===== config.mk =====
export PLATFORM = sky130hd
export DESIGN_NAME = nand_command_cycle_sequencer_flat
export DESIGN_NICKNAME = d
export VERILOG_FILES = /design/src/hdl/nccs_pkg.sv /design/src/hdl/nccs_if.sv /design/src/hdl/nccs_front.sv /design/src/hdl/nccs_queue.sv /design/src/hdl/nccs_back.sv /design/src/hdl/nand_command_cycle_sequencer.sv /design/src/flat_wrapper.sv
export VERILOG_INCLUDE_DIRS = /design/src /design/src/hdl
export SDC_FILE = /design/constraint.sdc
export NUM_CORES = 1
export LEC_CHECK = 0
export BUFFER_PORTS_ARGS = -buffer_cell sky130_fd_sc_hd__buf_4
export CAP_MARGIN = 25
export CELL_PAD_IN_SITES_DETAIL_PLACEMENT = 0
export CELL_PAD_IN_SITES_GLOBAL_PLACEMENT = 1
export CORE_UTILIZATION = 50
export DETAILED_ROUTE_END_ITERATION = 10
export MAX_ROUTING_LAYER = met4
export PLACE_DENSITY_LB_ADDON = 0.1
export SLEW_MARGIN = 20
export SYNTH_ARGS = -nofsm -noshare
export SYNTH_HDL_FRONTEND = slang
export SYNTH_SLANG_ARGS = --single-unit
export TNS_END_PERCENT = 10

===== constraint.sdc =====
create_clock -name clk -period 6.5 [get_ports clk]
set_clock_uncertainty 0.2 [all_clocks]
set_input_delay 0.65 -clock clk [delete_from_list [all_inputs] [get_ports clk]]
set_output_delay 0.65 -clock clk [all_outputs]
set_load 0.05 [all_outputs]

===== src/hdl/nand_command_cycle_sequencer_defines.svh =====
`ifndef NAND_COMMAND_CYCLE_SEQUENCER_DEFINES_SVH
`define NAND_COMMAND_CYCLE_SEQUENCER_DEFINES_SVH

// Checks that the consequent holds in the same cycle as the antecedent.
`define NCCS_ASSERT_NOW(label, clk, rst_n, ante, cons, msg) \
	label: assert property (@(posedge clk) disable iff (!rst_n) (ante) |-> (cons)) \
		else $error(msg);

// Checks that the consequent holds in the cycle after the antecedent.
`define NCCS_ASSERT_NEXT(label, clk, rst_n, ante, cons, msg) \
	label: assert property (@(posedge clk) disable iff (!rst_n) (ante) |=> (cons)) \
		else $error(msg);

`endif


===== src/hdl/nccs_pkg.sv =====
`timescale 1ns / 1ps

package nccs_pkg;

	localparam int unsigned QUEUE_DEPTH = 2;
	localparam int unsigned CFG_DATA_W  = 16;

	typedef enum logic [2:0] {
		OP_RESET         = 3'd0,
		OP_READ_ID       = 3'd1,
		OP_ERASE         = 3'd2,
		OP_PAGE_READ     = 3'd3,
		OP_PAGE_PROGRAM  = 3'd4,
		OP_READ_STATUS   = 3'd5,
		OP_DECODE_STATUS = 3'd6
	} op_t;

	typedef enum logic [2:0] {
		KIND_CMD    = 3'd0,
		KIND_ADDR   = 3'd1,
		KIND_RBURST = 3'd2,
		KIND_WBURST = 3'd3,
		KIND_STATUS = 3'd4
	} kind_t;

	typedef enum logic [1:0] {
		ST_OK        = 2'd0,
		ST_FAILED    = 2'd1,
		ST_NOT_READY = 2'd2
	} status_t;

	typedef enum logic [2:0] {
		CFG_SHORT_PAGE       = 3'd0,
		CFG_BUS_16BIT        = 3'd1,
		CFG_LARGE_CAPACITY   = 3'd2,
		CFG_READ_PAGE_BYTES  = 3'd3,
		CFG_WRITE_PAGE_BYTES = 3'd4
	} cfg_idx_t;

	typedef enum logic [1:0] {
		PH_HEAD = 2'd0,
		PH_ADDR = 2'd1,
		PH_TAIL = 2'd2
	} phase_t;

	// NAND command opcodes.
	localparam logic [7:0] CMD_READ_SETUP      = 8'h00;
	localparam logic [7:0] CMD_READ_CONFIRM    = 8'h30;
	localparam logic [7:0] CMD_ERASE_SETUP     = 8'h60;
	localparam logic [7:0] CMD_ERASE_CONFIRM   = 8'hD0;
	localparam logic [7:0] CMD_PROGRAM_SETUP   = 8'h80;
	localparam logic [7:0] CMD_PROGRAM_CONFIRM = 8'h10;
	localparam logic [7:0] CMD_READ_ID         = 8'h90;
	localparam logic [7:0] CMD_RESET           = 8'hFF;
	localparam logic [7:0] CMD_READ_STATUS     = 8'h70;

	localparam logic [7:0]  READ_ID_ADDR      = 8'h00;
	localparam logic [15:0] READ_ID_BYTES     = 16'd4;
	localparam logic [15:0] STATUS_BYTES      = 16'd1;
	localparam logic [15:0] PAGE_BYTES_RESET  = 16'd2048;

	localparam logic [31:0] SHORT_PAGE_MASK = 32'hFFFF_FE00;
	localparam logic [31:0] LARGE_COL_MASK  = 32'h0000_0FFF;
	localparam logic [31:0] LARGE_ROW_MASK  = 32'hFFFF_0000;

	localparam int unsigned STATUS_FAIL_BIT  = 0;
	localparam int unsigned STATUS_READY_BIT = 6;

	typedef struct packed {
		logic            short_page;
		logic            bus_16bit;
		logic            large_capacity;
		logic [15:0]     read_page_bytes;
		logic [15:0]     write_page_bytes;
	} cfg_t;

	typedef struct packed {
		kind_t       kind;
		logic [7:0]  data;
		logic [15:0] len;
		status_t     code;
	} item_t;

	// One classified operation: a leading cycle, up to four address bytes taken
	// little-endian from addr_word, then up to two trailing cycles.
	typedef struct packed {
		item_t           head;
		logic [31:0]     addr_word;
		logic [2:0]      n_addr;
		logic [1:0]      n_tail;
		item_t [1:0]     tail;
	} job_t;

	function automatic item_t mk_item(kind_t k, logic [7:0] b, logic [15:0] l, status_t c);
		item_t it;
		it.kind = k;
		it.data = b;
		it.len  = l;
		it.code = c;
		return it;
	endfunction

endpackage


===== src/hdl/nccs_if.sv =====
`timescale 1ns / 1ps

interface nccs_in_if;
	logic        valid;
	logic        ready;
	logic [2:0]  operation;
	logic [31:0] byte_address;
	logic [7:0]  status_byte;

	modport source (output valid, output operation, output byte_address,
		output status_byte, input ready);
	modport sink (input valid, input operation, input byte_address,
		input status_byte, output ready);
endinterface

interface nccs_out_if;
	logic        valid;
	logic        ready;
	logic [2:0]  cycle_kind;
	logic [7:0]  cycle_byte;
	logic [15:0] burst_length;
	logic [1:0]  status_code;
	logic        last;

	modport source (output valid, output cycle_kind, output cycle_byte,
		output burst_length, output status_code, output last, input ready);
	modport sink (input valid, input cycle_kind, input cycle_byte,
		input burst_length, input status_code, input last, output ready);
endinterface


===== src/hdl/nccs_front.sv =====
`timescale 1ns / 1ps

module nccs_front (
	nccs_in_if.sink        req,
	input  nccs_pkg::cfg_t cfg,
	input  logic           q_full,
	output logic           push,
	output nccs_pkg::job_t job
);
	import nccs_pkg::*;

	op_t         op;
	logic [31:0] addr;
	logic [31:0] addr_half;
	logic [31:0] page_word;
	logic [31:0] erase_word;
	logic [31:0] large_word;
	logic [2:0]  n_page;
	logic [15:0] rd_len;
	logic [15:0] wr_len;
	status_t     st_code;
	logic        known_op;

	always_comb begin
		op   = op_t'(req.operation);
		addr = req.byte_address;

		// Large-page column and row are taken from the word address on a 16-bit bus.
		addr_half  = cfg.bus_16bit ? {1'b0, addr[31:1]} : addr;
		page_word  = cfg.short_page ? ((addr & SHORT_PAGE_MASK) >> 1)
			: ((addr_half & LARGE_COL_MASK) | ((addr_half << 4) & LARGE_ROW_MASK));
		// Erase sends only the row and always uses the byte address.
		large_word = (addr & LARGE_COL_MASK) | ((addr << 4) & LARGE_ROW_MASK);
		erase_word = cfg.short_page ? ((addr & SHORT_PAGE_MASK) >> 9) : (large_word >> 16);
		n_page     = cfg.large_capacity ? 3'd4 : 3'd3;
		rd_len     = cfg.bus_16bit ? {1'b0, cfg.read_page_bytes[15:1]} : cfg.read_page_bytes;
		wr_len     = cfg.bus_16bit ? {1'b0, cfg.write_page_bytes[15:1]} : cfg.write_page_bytes;

		if (req.status_byte[STATUS_FAIL_BIT]) begin
			st_code = ST_FAILED;
		end else if (req.status_byte[STATUS_READY_BIT]) begin
			st_code = ST_OK;
		end else begin
			st_code = ST_NOT_READY;
		end

		job          = '0;
		job.head     = mk_item(KIND_CMD, CMD_RESET, 16'd0, ST_OK);
		job.tail[0]  = mk_item(KIND_CMD, CMD_RESET, 16'd0, ST_OK);
		job.tail[1]  = mk_item(KIND_CMD, CMD_RESET, 16'd0, ST_OK);
		known_op     = 1'b1;

		case (op)
			OP_RESET: begin
				job.head = mk_item(KIND_CMD, CMD_RESET, 16'd0, ST_OK);
			end
			OP_READ_ID: begin
				job.head      = mk_item(KIND_CMD, CMD_READ_ID, 16'd0, ST_OK);
				job.addr_word = {24'd0, READ_ID_ADDR};
				job.n_addr    = 3'd1;
				job.n_tail    = 2'd1;
				job.tail[0]   = mk_item(KIND_RBURST, 8'd0, READ_ID_BYTES, ST_OK);
			end
			OP_ERASE: begin
				job.head      = mk_item(KIND_CMD, CMD_ERASE_SETUP, 16'd0, ST_OK);
				job.addr_word = erase_word;
				job.n_addr    = cfg.short_page ? 3'd3 : 3'd2;
				job.n_tail    = 2'd1;
				job.tail[0]   = mk_item(KIND_CMD, CMD_ERASE_CONFIRM, 16'd0, ST_OK);
			end
			OP_PAGE_READ: begin
				job.head      = mk_item(KIND_CMD, CMD_READ_SETUP, 16'd0, ST_OK);
				job.addr_word = page_word;
				job.n_addr    = n_page;
				job.n_tail    = 2'd2;
				job.tail[0]   = mk_item(KIND_CMD, CMD_READ_CONFIRM, 16'd0, ST_OK);
				job.tail[1]   = mk_item(KIND_RBURST, 8'd0, rd_len, ST_OK);
			end
			OP_PAGE_PROGRAM: begin
				job.head      = mk_item(KIND_CMD, CMD_PROGRAM_SETUP, 16'd0, ST_OK);
				job.addr_word = page_word;
				job.n_addr    = n_page;
				job.n_tail    = 2'd2;
				job.tail[0]   = mk_item(KIND_WBURST, 8'd0, wr_len, ST_OK);
				job.tail[1]   = mk_item(KIND_CMD, CMD_PROGRAM_CONFIRM, 16'd0, ST_OK);
			end
			OP_READ_STATUS: begin
				job.head    = mk_item(KIND_CMD, CMD_READ_STATUS, 16'd0, ST_OK);
				job.n_tail  = 2'd1;
				job.tail[0] = mk_item(KIND_RBURST, 8'd0, STATUS_BYTES, ST_OK);
			end
			OP_DECODE_STATUS: begin
				job.head = mk_item(KIND_STATUS, 8'd0, 16'd0, st_code);
			end
			default: begin
				known_op = 1'b0;
			end
		endcase

		// An unused code is taken and dropped, since it produces no cycles.
		req.ready = !q_full;
		push      = req.valid && !q_full && known_op;
	end

endmodule


===== src/hdl/nccs_queue.sv =====
`timescale 1ns / 1ps
`include "nand_command_cycle_sequencer_defines.svh"

module nccs_queue #(
	parameter int unsigned DEPTH = nccs_pkg::QUEUE_DEPTH
) (
	input  logic           clk,
	input  logic           arst_n,
	input  logic           push,
	input  nccs_pkg::job_t job_in,
	output logic           full,
	input  logic           pop,
	output nccs_pkg::job_t job_out,
	output logic           not_empty
);
	import nccs_pkg::*;

	localparam int unsigned PW = (DEPTH > 1) ? $clog2(DEPTH) : 1;
	localparam int unsigned CW = $clog2(DEPTH + 1);
	localparam logic [PW-1:0] LAST_SLOT = PW'(DEPTH - 1);
	localparam logic [CW-1:0] FULL_COUNT = CW'(DEPTH);

	job_t          slot_q [DEPTH];
	logic [PW-1:0] wr_ptr_q;
	logic [PW-1:0] rd_ptr_q;
	logic [CW-1:0] count_q;

	always_ff @(posedge clk or negedge arst_n) begin
		if (!arst_n) begin
			wr_ptr_q <= '0;
			rd_ptr_q <= '0;
			count_q  <= '0;
		end else begin
			if (push) begin
				wr_ptr_q <= (wr_ptr_q == LAST_SLOT) ? '0 : wr_ptr_q + 1'b1;
			end
			if (pop) begin
				rd_ptr_q <= (rd_ptr_q == LAST_SLOT) ? '0 : rd_ptr_q + 1'b1;
			end
			if (push && !pop) begin
				count_q <= count_q + 1'b1;
			end else if (pop && !push) begin
				count_q <= count_q - 1'b1;
			end
		end
	end

	always_ff @(posedge clk) begin
		if (push) begin
			slot_q[wr_ptr_q] <= job_in;
		end
	end

	assign job_out   = slot_q[rd_ptr_q];
	assign not_empty = (count_q != '0);
	assign full      = (count_q == FULL_COUNT);

	`NCCS_ASSERT_NOW(a_no_overflow, clk, arst_n, push, count_q != FULL_COUNT, "queue overflow")
	`NCCS_ASSERT_NOW(a_no_underflow, clk, arst_n, pop, count_q != '0, "queue underflow")
	`NCCS_ASSERT_NEXT(a_count_up, clk, arst_n, push && !pop, count_q == $past(count_q) + 1'b1, "count lost a push")

endmodule


===== src/hdl/nccs_back.sv =====
`timescale 1ns / 1ps
`include "nand_command_cycle_sequencer_defines.svh"

module nccs_back (
	input  logic           clk,
	input  logic           arst_n,
	input  nccs_pkg::job_t job,
	input  logic           job_valid,
	output logic           pop,
	nccs_out_if.source     rsp
);
	import nccs_pkg::*;

	phase_t      state_q;
	phase_t      state_d;
	logic [1:0]  addr_idx_q;
	logic [1:0]  addr_idx_d;
	logic        tail_idx_q;
	logic        tail_idx_d;
	item_t       cur;
	logic        cur_last;
	logic        adv;
	logic        step;

	logic        valid_q;
	kind_t       kind_q;
	logic [7:0]  byte_q;
	logic [15:0] len_q;
	status_t     code_q;
	logic        last_q;

	assign adv  = !valid_q || rsp.ready;
	assign step = adv && job_valid;

	always_ff @(posedge clk or negedge arst_n) begin
		if (!arst_n) begin
			state_q    <= PH_HEAD;
			addr_idx_q <= '0;
			tail_idx_q <= 1'b0;
		end else if (step) begin
			state_q    <= state_d;
			addr_idx_q <= addr_idx_d;
			tail_idx_q <= tail_idx_d;
		end
	end

	always_comb begin
		cur        = job.head;
		cur_last   = 1'b0;
		state_d    = state_q;
		addr_idx_d = addr_idx_q;
		tail_idx_d = tail_idx_q;

		case (state_q)
			PH_HEAD: begin
				cur = job.head;
				if (job.n_addr != 3'd0) begin
					state_d = PH_ADDR;
				end else if (job.n_tail != 2'd0) begin
					state_d = PH_TAIL;
				end else begin
					cur_last = 1'b1;
				end
			end
			PH_ADDR: begin
				cur = mk_item(KIND_ADDR, job.addr_word[8*addr_idx_q +: 8], 16'd0, ST_OK);
				if ({1'b0, addr_idx_q} + 3'd1 == job.n_addr) begin
					addr_idx_d = '0;
					if (job.n_tail != 2'd0) begin
						state_d = PH_TAIL;
					end else begin
						state_d  = PH_HEAD;
						cur_last = 1'b1;
					end
				end else begin
					addr_idx_d = addr_idx_q + 2'd1;
				end
			end
			PH_TAIL: begin
				cur = job.tail[tail_idx_q];
				if ({1'b0, tail_idx_q} + 2'd1 == job.n_tail) begin
					state_d    = PH_HEAD;
					tail_idx_d = 1'b0;
					cur_last   = 1'b1;
				end else begin
					tail_idx_d = 1'b1;
				end
			end
			default: begin
				state_d = PH_HEAD;
			end
		endcase

		pop = step && cur_last;
	end

	always_ff @(posedge clk or negedge arst_n) begin
		if (!arst_n) begin
			valid_q <= 1'b0;
		end else if (adv) begin
			valid_q <= job_valid;
		end
	end

	always_ff @(posedge clk) begin
		if (step) begin
			kind_q <= cur.kind;
			byte_q <= cur.data;
			len_q  <= cur.len;
			code_q <= cur.code;
			last_q <= cur_last;
		end
	end

	assign rsp.valid        = valid_q;
	assign rsp.cycle_kind   = kind_q;
	assign rsp.cycle_byte   = byte_q;
	assign rsp.burst_length = len_q;
	assign rsp.status_code  = code_q;
	assign rsp.last         = last_q;

	`NCCS_ASSERT_NEXT(a_pop_marks_last, clk, arst_n, pop, valid_q && last_q, "job retired without last")
	`NCCS_ASSERT_NOW(a_mid_job_has_job, clk, arst_n, state_q != PH_HEAD, job_valid, "mid-job with empty queue")
	`NCCS_ASSERT_NOW(a_addr_in_range, clk, arst_n, state_q == PH_ADDR, {1'b0, addr_idx_q} < job.n_addr, "address index past end")

endmodule


===== src/hdl/nand_command_cycle_sequencer.sv =====
`timescale 1ns / 1ps

// NAND command cycle sequencer. Each request on req names one operation (reset, read ID, block
// erase, page read, page program, read status or status decode) and the block answers on rsp with
// the run of bus cycles it needs, one result per request-cycle: command opcodes, address bytes
// least significant first, read or write bursts given by their transfer count, or a decoded status.
// The final result of a run carries last. Results leave at one per clock whenever rsp is ready.
// An operation has one result for reset and status decode, two for read status, three for read
// ID, four or five for erase, six or seven for page read and program. When the block is idle,
// an accepted request is first written into the job queue, and its first result is then
// registered in the back end's output register, from which it is presented on rsp.
// The classifying front end accepts a request per cycle while the two-entry job queue has room,
// so requests are taken while earlier runs are still being played out; the back end's result
// rate of one per clock is what sets the sustained figure. Operation code 7 is accepted and
// produces no cycles. The configuration registers (page geometry, bus width, capacity and page
// sizes) are written through cfg_we, cfg_index and cfg_data and must only be changed while no run
// is outstanding.

module nand_command_cycle_sequencer #(
	parameter int unsigned QUEUE_DEPTH = nccs_pkg::QUEUE_DEPTH
) (
	input  logic                            clk,
	input  logic                            arst_n,
	input  logic                            cfg_we,
	input  logic [2:0]                      cfg_index,
	input  logic [nccs_pkg::CFG_DATA_W-1:0] cfg_data,
	nccs_in_if.sink                         req,
	nccs_out_if.source                      rsp
);
	import nccs_pkg::*;

	cfg_t cfg_q;
	logic q_full;
	logic q_push;
	logic q_pop;
	logic q_not_empty;
	job_t job_front;
	job_t job_back;

	// Configuration registers; an index beyond the list is ignored.
	always_ff @(posedge clk or negedge arst_n) begin
		if (!arst_n) begin
			cfg_q.short_page       <= 1'b0;
			cfg_q.bus_16bit        <= 1'b0;
			cfg_q.large_capacity   <= 1'b0;
			cfg_q.read_page_bytes  <= PAGE_BYTES_RESET;
			cfg_q.write_page_bytes <= PAGE_BYTES_RESET;
		end else if (cfg_we) begin
			case (cfg_idx_t'(cfg_index))
				CFG_SHORT_PAGE:       cfg_q.short_page       <= cfg_data[0];
				CFG_BUS_16BIT:        cfg_q.bus_16bit        <= cfg_data[0];
				CFG_LARGE_CAPACITY:   cfg_q.large_capacity   <= cfg_data[0];
				CFG_READ_PAGE_BYTES:  cfg_q.read_page_bytes  <= cfg_data[15:0];
				CFG_WRITE_PAGE_BYTES: cfg_q.write_page_bytes <= cfg_data[15:0];
				default: begin
				end
			endcase
		end
	end

	// The front end turns each request into a job: the leading cycle, the address word and
	// its byte count, and the trailing cycles, all resolved against the current configuration.
	nccs_front u_front (
		.req    (req),
		.cfg    (cfg_q),
		.q_full (q_full),
		.push   (q_push),
		.job    (job_front)
	);

	// The queue decouples acceptance from playback, so either side may stall alone.
	nccs_queue #(
		.DEPTH (QUEUE_DEPTH)
	) u_queue (
		.clk       (clk),
		.arst_n    (arst_n),
		.push      (q_push),
		.job_in    (job_front),
		.full      (q_full),
		.pop       (q_pop),
		.job_out   (job_back),
		.not_empty (q_not_empty)
	);

	// The back end steps through the job one bus cycle at a time into its output register and
	// retires the job with the result that carries last.
	nccs_back u_back (
		.clk       (clk),
		.arst_n    (arst_n),
		.job       (job_back),
		.job_valid (q_not_empty),
		.pop       (q_pop),
		.rsp       (rsp)
	);

endmodule

===== src/flat_wrapper.sv =====
// flat-port wrapper written by rule: the top's interface ports become plain ports
module nand_command_cycle_sequencer_flat import nccs_pkg::*;
#(
	parameter int unsigned QUEUE_DEPTH = nccs_pkg::QUEUE_DEPTH
)
  (clk, arst_n, cfg_we, cfg_index, cfg_data, req_valid, req_operation, req_byte_address, req_status_byte, req_ready, rsp_valid, rsp_cycle_kind, rsp_cycle_byte, rsp_burst_length, rsp_status_code, rsp_last, rsp_ready);
  nccs_in_if req_i ();
  nccs_out_if rsp_i ();
  input  logic clk;
  input  logic arst_n;
  input  logic cfg_we;
  input  logic [2:0] cfg_index;
  input  logic [nccs_pkg::CFG_DATA_W-1:0] cfg_data;
  input wire logic [$bits(req_i.valid)-1:0] req_valid;
  input wire logic [$bits(req_i.operation)-1:0] req_operation;
  input wire logic [$bits(req_i.byte_address)-1:0] req_byte_address;
  input wire logic [$bits(req_i.status_byte)-1:0] req_status_byte;
  output wire logic [$bits(req_i.ready)-1:0] req_ready;
  output wire logic [$bits(rsp_i.valid)-1:0] rsp_valid;
  output wire logic [$bits(rsp_i.cycle_kind)-1:0] rsp_cycle_kind;
  output wire logic [$bits(rsp_i.cycle_byte)-1:0] rsp_cycle_byte;
  output wire logic [$bits(rsp_i.burst_length)-1:0] rsp_burst_length;
  output wire logic [$bits(rsp_i.status_code)-1:0] rsp_status_code;
  output wire logic [$bits(rsp_i.last)-1:0] rsp_last;
  input wire logic [$bits(rsp_i.ready)-1:0] rsp_ready;
  assign req_i.valid = req_valid;
  assign req_i.operation = req_operation;
  assign req_i.byte_address = req_byte_address;
  assign req_i.status_byte = req_status_byte;
  assign req_ready = req_i.ready;
  assign rsp_valid = rsp_i.valid;
  assign rsp_cycle_kind = rsp_i.cycle_kind;
  assign rsp_cycle_byte = rsp_i.cycle_byte;
  assign rsp_burst_length = rsp_i.burst_length;
  assign rsp_status_code = rsp_i.status_code;
  assign rsp_last = rsp_i.last;
  assign rsp_i.ready = rsp_ready;
  nand_command_cycle_sequencer #(.QUEUE_DEPTH(QUEUE_DEPTH)) u_core (.clk(clk), .arst_n(arst_n), .cfg_we(cfg_we), .cfg_index(cfg_index), .cfg_data(cfg_data), .req(req_i), .rsp(rsp_i));
endmodule

# Word level (Yosys, flattened, before mapping)
# Memory sizes are Yosys's and may differ from the RTL's.
# Index checks and enable logic that the tools add are counted.
word_totals:
  out_inout_bits: 32
  word_cells: 113
  ramBits: 244
  mem_count: 1
  inputBits: 67
  regBits: 75
op_classes:
  add_sub_neg: 7
  eq_ne: 18
  bitwise: 2
  n_lt_le_gt_ge: 1
  n_shift: 1
  mux: 37
  reduce_logical: 29
memory_table:
  columns: ["name", "depth", "word_bits", "read_ports", "rd_ports_with_merged_regs", "wr", "line", "rtl"]
  rows:
  - ["u_core.u_queue.slot_q", 2, 122, 1, 0, 1, "nccs_queue.sv:23", "job_t slot_q [DEPTH];"]
ops:
  columns: ["operator", "n"]
  rows:
  - ["$pmux 29 s6", 1]
  - ["$pmux 28 s5", 1]
  - ["$pmux 35 s3", 1]
  - ["$or 12x32->32", 2]
  - ["$mux 29", 2]
  - ["$pmux 29 s2", 1]
  - ["$pmux 28 s2", 1]
  - ["$mux 16", 2]
  - ["$mux 32", 1]
  - ["$shiftx 32x6->8", 1]
  - ["$mux 28", 1]
  - ["$mux 23", 1]
  - ["$mux 2", 10]
  - ["$reduce_and 2->1", 7]
  - ["$eq 3x2->1 const B", 4]
  - ["$eq 3x3->1 const B", 4]
  - ["$mux 1", 11]
  - ["$reduce_or 7->1", 1]
  - ["$eq 3x1->1 const B", 2]
  - ["$logic_and 1x1->1", 6]
  - ["$logic_not 3->1", 2]
  - ["$pmux 2 s3", 1]
  - ["$reduce_bool 2->1", 3]
  - ["$add 2x1->2 const B", 2]
  - ["21 further kinds", 27]

# Depth between registers and ports, before layout
# An unclocked memory read counts as a cell.
logic_depth:
  depth_word: 9
  ltp_mapped: 9
  ltp_nobuf: 9

# Cells and area by module
# A second synthesis with hierarchy kept.
hier_totals:
  cells_unflattened: 990
  area_unflattened_um2: 15039.4
by_module_without_submodules:
  columns: ["mod", "cells_each", "instances", "area_each_um2", "seq_area_each_um2"]
  rows:
  - ["nccs_queue", 402, 1, 9334.0, 7547.2]
  - ["nccs_back", 206, 1, 2269.7, 1051.0]
  - ["nccs_front", 304, 1, 2025.7, 0.0]
  - ["nand_command_cycle_sequencer", 78, 1, 1410.1, 878.3]

# Least setup slack after synthesis
# OpenSTA, ideal clock, no wires.
synth_timing:
  path_kind: "input-to-reg"
  from: "input req_operation[1]"
  to: "memory u_core.u_queue.slot_q[0][10] (netlist bit) (enable)"
  stages: 5
  setup_slack_ns: 0.950
  setup_ns: 0.529
  t_arrival_ns: 4.821
  path_buffers: 1
  required_ns: 5.771
  cell_sequence: "buf_2 inv_2 ha_1 o311ai_1 nor2_1"
synth_via:
  elab_chain_len: 6
  elab_cells_between_ends: 12
  classes_between: "eq/ne (6); mux (3); reduce/logical (3)"
synth_lines:
  columns: ["item", "line", "rtl"]
  rows:
  - ["from (decl)", "flat_wrapper.sv:15", "input wire logic [$bits(req_i.operation)-1:0] req_operation;"]
  - ["$eq 3x3->1, or another cell as far along", "nccs_front.sv:53", "case (op)"]
  - ["$reduce_or 7->1 (no line) (*)", null, null]
  - ["$mux 1 (*)", "nccs_front.sv:53", null]
  - ["$logic_and 1x1->1 (*)", "nccs_front.sv:102", "push = req.valid && !q_full && known_op;"]
  - ["$mux 1 (*)", "nccs_queue.sv:49", "if (push) begin"]
  - ["$mux 1 (not written as such) (*)", "nccs_queue.sv:50", "slot_q[wr_ptr_q] <= job_in;"]
  - ["to (decl)", "nccs_queue.sv:23", null]
# Mark *: on every way between the ends. The rest lies on a longest branch, timed or not.

==> results.md <==
* Ranking of synthesized cells by area: edfxtp_1, dfrtp_1, mux4_2
* Internal power at 3.70 mW
* Antenna-violating nets left at 0
* Post-Syn Area at 0.0110 mm^2
* First-pass GRT wire length at 36700 um
* Post-synthesis async set-or-reset flop share at 0.184
* Clock latency on the worst-skew pair at 0.52 ns
* Main combinational cell family by area after synthesis: multiplexers
* Peak supply drop at 0.185 mV
* Post-CTS Repair Setup Buffers at 0
* CP most frequent cell: inv_2
* Largest area contributor in the netlist: edfxtp_1
* Die Area at 0.0227 mm^2
* Met2 Track Usage GR at 0.329
* Ant. Diodes at 0
* Setup crit start kind: input port
* CTS tree: yes
* Crit-path max cell delay at 0.75 ns
* Switching share of power at 0.340
* DR DRC count at 0
* Worst slew pin tran at 1.01 ns
* Largest net degree at the start of global routing at 59
* Clock Power Share at 0.248
* Kind of critical path: in -> reg
* Netlist cell types at 56
* Row cnt at 54
* Status: complete, no violations
* Core Footprint at 0.0218 mm^2
* Number of vias per cell at 5.81
* Warnings from Yosys at 0
* Drt pass-1 iters at 4
* CP max stage cell: nand2_1
* Post-Synth Adder-Cell Area at 0.0102
* Post-synthesis compound-gate area fraction at 0.0586
* Max-cap violations at 0
* Crit-path cells: buf_4 -> inv_1 -> nor3_2 -> inv_2 -> nand2_1 -> inv_2 -> o31ai_1
* Crit path launch: req_operation[0]
* Clock transition at the registers of the reported paths at 0.06 ns
* Placer congestion estimate at 0.801
* Total track usage at 0.221
* Post-synthesis area per instance at 15.2 um^2
* Die width at 151 um
* Root buffer cell: clkbuf_16
* Top-area cell type share of the netlist area at 0.544
* Post-Synth XOR/XNOR Area at 0.00714
* Min-Delay Path Class: in -> reg
* Critical path endpoint category: flop
* H-tree depth at 1
* Tot Pwr at 5.60 mW
* Slew Limit Fails at 0
* Met1 Track Usage GR at 0.324
* Worst Path Required at 6.57 ns
* Arrival @ worst endpoint at 3.24 ns
* Setup WS pre-CTS at 2.80 ns
* Tcrit/Tclk final at 0.488
* # nets final at 890
* Cell count after synthesis at 726
* EDFF count, synth at 200
* Grt met3 use at 0.0276
* Grt ovf at 0
* Worst min-delay path startpoint: cfg_data[8]
* Seq pwr share at 0.421
* Wire length per cell at 21.2 um
* Antenna violations before repair at 0
* Final setup violation count at 0
* Register area share after synthesis at 0.646
* Post-CTS Hold Buffers at 1
* Effective utilization at floorplan at 0.508
* Area Growth Syn to Fin at 16.4%
* Psw at 1.90 mW
* Post-Route WL at 23600 um
* Worst reg2reg startpoint: u_core.u_back.addr_idx_q[0]
* WP buf/inv at 4
* Ports at 99
* Max Fanout on Critical Path at 24
* Worst slew margin at 0.329
* Hold Vio Cnt, Final at 0
* Setup ws final at 3.33 ns
* CTS Buffer Depth at 3
* Syn Nets at 802
* Delay-heaviest family, CP: simple AND/OR/NAND/NOR gates
* Setup TNS at 0 ns
* Top FF cell, synth: edfxtp_1
* Post-CTS Resized at 0
* Comb power frac at 0.332
* Post-synthesis mux area share at 0.185
* GRT busiest layer: met2
* Port bufs at 92
* Cts bufs inserted at 26
* Clock sink total at 245
* Vias in the first global route at 6470
* Pwr per Cell Area at 436 mW/mm^2
* Detailed Place HPWL at 15400 um
* Iter 0 DRT Violations at 482
* Hold WS at 0.165 ns
* Leak at 4.81 nW
* Unrepaired setup endpoints after global routing: no
* Seq cells post-synth at 245
* Vias post-DR at 6461
* Share of layout cells above drive strength 1 at 0.298
* Die height at 151 um
* Min Tclk post-route at 3.17 ns
* Synth Area in Simple Gates at 0.0698
* Fmax at 315 MHz
layout make-up:
| type | count | area, um^2 |
|---|---|---|
| clock buffer | 37 | 722 |
| tap | 280 | 350 |
| timing repair buffer | 104 | 836 |
| inverter | 13 | 48.8 |
| fill | 1711 | 8900 |
| multi-input combinational | 424 | 3670 |
| clock inverter | 10 | 87.6 |
| sequential | 245 | 7140 |
placed cells by master, fill, tap and decap left out, drive strengths merged, types with 3 or more instances in the layout:
master  synthesis  routed
a211oi          4       4
a21o            5       5
a21oi          29      29
a221oi          7       7
a22o            9       9
and2            4       4
and3           16      16
buf            22     103
clkbuf         22      37
clkinv          0       8
dfrtp          43      43
edfxtp        200     200
ha              9       9
inv            13      13
mux2           51      51
mux2i          66      66
mux4           36      36
nand2          37      37
nand2b          5       5
nand3           4       4
nor2           66      66
nor2b           4       4
nor3           10      10
nor3b           5       5
o21ai          11      11
o221ai          3       3
o22ai           5       5
o31ai           8       8
or2b            3       3
xnor2           6       6
xor2            3       3
layer usage:
metal,part of all wire,vias to the layer above
li1,-,2977
met1,0.47,3252
met4,0.017,0
met3,0.052,33
met2,0.46,199
met5,0,-
logic make-up after synthesis:
group,after synthesis
muxes,153
adders and majority gates,9
AOI/OAI and AO/OA,93
DFF,245
xor gates and xnor gates,9
buffers and inverters,57
and+or+nand+nor,160
path summary, 6_finish.rpt:
kind	endpoint	slack, ns	depth (start not counted)
hold / removal	u_core.cfg_q[24]	0.16	2
setup / recovery	u_core.u_queue.slot_q[1][77]	3.33	7
hold reg to reg	u_core.cfg_q[0]	0.31	1
min in group asynchronous	u_core.u_back.addr_idx_q[0]	0.47	2
max in group asynchronous	u_core.cfg_q[33]	5.11	2
setup reg to reg	u_core.u_queue.count_q[1]	3.45	7
worst reg2reg max path: cells and delay by family (launching register included):
family | cells | cell delay, ns
adder cells (fa/ha/maj) | 2 | 0.75
XOR/XNOR | 2 | 0.34
AND/OR/NAND/NOR | 2 | 0.56
AO/OA/AOI/OAI | 1 | 0.13
flip-flops | 1 | 1.00
synthesized netlist by cell type (5+ instances only):
cell,count
a21o_1,5
a21oi_1,28
a221oi_1,7
a22o_1,9
and3_1,16
buf_2,14
clkbuf_1,21
dfrtp_1,43
edfxtp_1,200
ha_1,9
inv_1,8
inv_2,5
mux2_2,51
mux2i_1,66
mux4_2,36
nand2_1,37
nand2b_1,5
nor2_1,66
nor3_1,7
o21ai_1,6
o22ai_1,5
o31ai_1,7
xnor2_1,6
registers in the layout, summed over array words and instances, names as in the netlist:
| register | flops |
|---|---|
| u_core.u_back.rsp.cycle_byte | 8 |
| u_core.u_back.rsp.status_code | 2 |
| u_core.u_queue.rd_ptr_q | 1 |
| u_core.u_back.state_q | 2 |
| u_core.u_back.rsp.valid | 1 |
| u_core.u_back.rsp.last | 1 |
| u_core.u_back.rsp.cycle_kind | 3 |
| u_core.u_queue.slot_q | 170 |
| u_core.u_queue.count_q | 2 |
| u_core.u_back.addr_idx_q | 2 |
| u_core.u_queue.wr_ptr_q | 1 |
| u_core.u_back.rsp.burst_length | 16 |
| u_core.u_back.tail_idx_q | 1 |
| u_core.cfg_q | 35 |
stage by stage:
stage	instances	cell area, um^2	utilization
2_1_floorplan	726	11000	-
3_3_place_gp	1061	12000	0.549
3_5_place_dp	1064	12000	0.552
4_1_cts	1112	12800	0.590
5_1_grt	1113	12900	0.591
6_report	1113	12900	0.591
power by group through the flow:
stage	Combinational [mW]	Clock [mW]	Sequential, mW
global route	2.00	1.48	2.40
detailed placement	1.82	0	2.43
CTS	1.83	1.42	2.40
floorplan	1.11	0	2.61
finish	1.86	1.39	2.36
global placement	1.76	0	2.43
Power figures use the tool's default switching activity.
